**config.mk**
```make
export PLATFORM = sky130hd
export DESIGN_NAME = msm_sqdist
export DESIGN_NICKNAME = d
export VERILOG_FILES = /design/src/rtl/core/msm_pkg.sv /design/src/rtl/core/msm_sqdist.sv
export SDC_FILE = /design/constraint.sdc
export NUM_CORES = 2
export LEC_CHECK = 0
export ABC_CLOCK_PERIOD_IN_PS = 20200
export BUFFER_PORTS_ARGS = -buffer_cell sky130_fd_sc_hd__buf_4
export CAP_MARGIN = 20
export CORE_MARGIN = 4
export CORE_UTILIZATION = 55
export DETAILED_ROUTE_END_ITERATION = 8
export PLACE_DENSITY_LB_ADDON = 0.15
export SLEW_MARGIN = 0
export SYNTH_ARGS = -nofsm -noshare
export SYNTH_HDL_FRONTEND = slang
export SYNTH_SLANG_ARGS = --single-unit
```
**constraint.sdc**
```tcl
create_clock -name vclk -period 20.2
set_input_delay 3.03 -clock vclk [all_inputs]
set_output_delay 3.03 -clock vclk [all_outputs]
set_load 0.03 [all_outputs]
```
**src/rtl/core/msm_pkg.sv**
```systemverilog
// Shared types, constants and helpers for the motion stall monitor.
package msm_pkg;

    // Default position width, signed 1/256 inch units
    localparam int POS_BITS_DEF = 20;

    // Fixed field widths
    localparam int TIME_W       = 32;
    localparam int CFG_TIME_W   = 20;
    localparam int DIST_W       = 19;
    localparam int SQ_CFG_W     = 2 * DIST_W;
    localparam int STATUS_W     = 3;
    localparam int CFG_IDX_W    = 3;
    localparam int OUT_FIELDS_W = STATUS_W + TIME_W + 1;
    localparam int OUT_W        = ((OUT_FIELDS_W + 7) / 8) * 8;

    // Result status codes
    typedef enum logic [STATUS_W-1:0] {
        ST_IDLE    = 3'd0,
        ST_RUN     = 3'd1,
        ST_DONE    = 3'd2,
        ST_TIMEOUT = 3'd3,
        ST_STALL   = 3'd4
    } status_t;

    // Configuration register indexes
    typedef enum logic [CFG_IDX_W-1:0] {
        CFG_TIMEOUT   = 3'd0,
        CFG_STALL_WIN = 3'd1,
        CFG_MOVE_EPS  = 3'd2,
        CFG_TARGET_X  = 3'd3,
        CFG_TARGET_Y  = 3'd4,
        CFG_NEAR_RAD  = 3'd5,
        CFG_NEAR_EN   = 3'd6
    } cfg_idx_t;

    // Register reset values (epsilon and radius are held squared)
    localparam logic [CFG_TIME_W-1:0] TIMEOUT_RST   = 20'd5000;
    localparam logic [CFG_TIME_W-1:0] STALL_WIN_RST = 20'd300;
    localparam logic [SQ_CFG_W-1:0]   EPS_SQ_RST    = 38'd16384;
    localparam logic [SQ_CFG_W-1:0]   RAD_SQ_RST    = 38'd274876858369;

    // Square of a distance threshold, taken once at register write
    function automatic logic [SQ_CFG_W-1:0] cfg_square(input logic [DIST_W-1:0] v);
        logic [SQ_CFG_W-1:0] r;
        r = SQ_CFG_W'(v) * SQ_CFG_W'(v);
        return r;
    endfunction

endpackage

```
**src/rtl/core/msm_sqdist.sv**
```systemverilog
// Per-axis squared difference of two signed positions.
module msm_sqdist #(
    parameter int POS_BITS = msm_pkg::POS_BITS_DEF,
    localparam int SQ_W = 2 * POS_BITS
) (
    input  logic signed [POS_BITS-1:0] ax,
    input  logic signed [POS_BITS-1:0] ay,
    input  logic signed [POS_BITS-1:0] bx,
    input  logic signed [POS_BITS-1:0] by,
    output logic [SQ_W-1:0]            sq_x,
    output logic [SQ_W-1:0]            sq_y
);

    logic signed [POS_BITS:0] dx;
    logic signed [POS_BITS:0] dy;
    logic [POS_BITS-1:0]      mag_x;
    logic [POS_BITS-1:0]      mag_y;

    // Difference needs one extra bit; its magnitude fits back in POS_BITS
    always_comb
    begin
        dx    = {ax[POS_BITS-1], ax} - {bx[POS_BITS-1], bx};
        dy    = {ay[POS_BITS-1], ay} - {by[POS_BITS-1], by};
        mag_x = dx[POS_BITS] ? POS_BITS'(-dx) : dx[POS_BITS-1:0];
        mag_y = dy[POS_BITS] ? POS_BITS'(-dy) : dy[POS_BITS-1:0];
    end

    // Exact squares, no saturation needed at these widths
    assign sq_x = SQ_W'(mag_x) * SQ_W'(mag_x);
    assign sq_y = SQ_W'(mag_y) * SQ_W'(mag_y);

endmodule

```
==> out/metrics.yaml <==
die-area_um2: 51300
finalHoldViolCount: 0
vias_per_cell: 5.46
crit_path_top_delay_cell: "xnor2_1"
final_cell_mix: "inv_1 (830), fa_1 (561), ha_1 (337)"
rsz0062_at_grt: "false"
via_count: 20820
critical_path_class: "in2out"
die_h_um: 227
clkbuf_count: 0
drive_gt1_share_pct: 7.86
max_freq_ghz: 0.0571
fp-row-count: 79
slowest_delay_ns: 0.90
synth_top_family_by_area: "adder cells"
synthMuxAreaShare_pct: 0.248
min_period_ns: 17.52
maxSlewViolCount: 0
setup-violations-final: 0
antenna_found_initial: 0
hpwl_mm: 56.6
grt_pass1_wl_mm: 111
drtAntennaViolNets: 0
core_area_um2: 46900
synth_compound_area_share_pct: 9.93
crit_top_cell: "fa_1"
nets: 4187
required_ns: 17.17
place.gp.congestion: 0.912
syn_area_per_cell_um2: 8.49
syn_inst: 3095
startpoint_type: "input port"
drc_errors: 0
ctsResizeCount: 0
drt-wirelength-per-cell_um: 16.9
drt_iter0_markers: 1214
synth_fa_ha_area_share_pct: 58.8
die_w_um: 227
whs_path_depth: 6
port_buffers: 158
seq_cell_count: 0
maxCapViolCount: 0
timing.critical_path.from: "ay[7]"
yosysWarnings: 0
final_common_cell: "inv_1"
grt-ovfl-total: 0
seq_area_um2: 0
ctsHoldBuffers: 0
io_pins: 160
worstHoldStart: "bx[0]"
area_growth_syn_to_layout_pct: 7.18
drt_first_pass_iters: 5
synth-simple-area-share_pct: 12.3
status: "complete, no violations"
critPathArrivalTime_ns: 14.49
first_global_vias: 22597
tns_ns: 0
worst_pin_slew_ns: 1.19
endpoint_kind: "output pin"
netlist_area_um2: 26300
worst_hold_path.endpoint: "sq_x[2]"
finalCritPeriodShare_pct: 86.7
grtUsageTotal_pct: 26.4
hp-class: "in2out"
grt_max_degree: 23
worstPathMaxFanout: 12
cts_setup_buffers: 0
slew_headroom_pct: 20.4
wl_mm: 64.6
synthXorXnorAreaFrac_pct: 5.35
initial_core_util_pct: 56.1
ys_seq_area_share_pct: 0
antenna_cells: 0
ys_types: 82
hold_ws_ns: 7.06
[through the flow]
| stage | setup slack [ns] | util [%] | area [µm²] | instances |
|---|---|---|---|---|
| floorplan | 4.47 | - | 26300 | 3096 |
| global placement | 3.15 | 60.1 | 28100 | 3813 |
| detailed placement | 2.77 | 60.1 | 28200 | 3814 |
| CTS | 2.79 | 60.1 | 28200 | 3814 |
| global route | 2.08 | 60.1 | 28200 | 3814 |
| finish | 2.68 | 60.1 | 28200 | 3814 |
[synth_stat cells (5+ instances only)]
library cell / count / share of area [%]
o2111ai_1: 10 / 0.33
nor2b_1: 18 / 0.43
xnor2_1: 84 / 2.8
o21ai_0: 47 / 0.90
nor3b_1: 6 / 0.17
nand4_1: 17 / 0.40
o41ai_1: 6 / 0.20
a31oi_1: 14 / 0.33
o21a_1: 13 / 0.37
ha_1: 337 / 16
and3_1: 11 / 0.26
clkbuf_1: 67 / 0.96
a21oi_1: 118 / 2.2
a41oi_1: 7 / 0.23
o211ai_1: 8 / 0.23
nor3_1: 28 / 0.53
or2_2: 27 / 0.64
inv_1: 830 / 12
and2_1: 12 / 0.29
nor2_1: 284 / 4.1
o21bai_1: 21 / 0.60
o31ai_1: 8 / 0.23
a211oi_1: 15 / 0.43
o21ai_1: 5 / 0.095
a211o_1: 5 / 0.17
or3_1: 9 / 0.21
nand2b_1: 39 / 0.93
buf_2: 11 / 0.21
a31o_2: 7 / 0.23
xor2_1: 74 / 2.5
nand2_1: 218 / 3.1
clkinv_1: 12 / 0.17
a21o_1: 48 / 1.4
a221oi_1: 6 / 0.20
fa_1: 561 / 43
nand3_1: 26 / 0.50
[critical path, delay by kind of cell]
family | cells | cell delay [ns]
AND/OR/NAND/NOR | 5 | 1.32
adder cells (fa/ha/maj) | 9 | 4.01
AO/OA/AOI/OAI | 14 | 3.88
XOR/XNOR | 2 | 1.04
buffers and inverters | 8 | 1.20
[how the worst max path moves through the flow]
stage	slack, ns	cells after the start	endpoint
global route	2.08	36	sq_y[38]
global placement	3.15	38	sq_y[38]
floorplan	4.47	40	sq_y[38]
detailed placement	2.77	38	sq_y[38]
finish	2.68	38	sq_y[38]
CTS	2.79	38	sq_y[38]
[layout make-up]
class                           instances  area, µm²
Fill cell                            4212      18700
Inverter                              845       3170
Multi-Input combinational cell       2168      22800
Tap cell                              607        759
Timing Repair Buffer                  194       1460
[metal layers]
layer	wire length [µm]	vias up	part of all wire, %	GRT usage, %
met5	0	-	0	0
met4	1470	0	2.3	4.77
met3	4360	111	6.8	3.28
met2	31300	662	48	45.3
met1	27500	10342	43	36.6
li1	-	9705	-	-
[kinds of logic after synthesis]
group | after synthesis
buf+inv | 928
compound gates | 385
xor+xnor | 159
other cells | 1
simple gates | 718
mux | 6
fa+ha+maj | 898
Power is not shown: default switching activity piles up to over one toggle a cycle in this logic, so the estimate is an artifact.
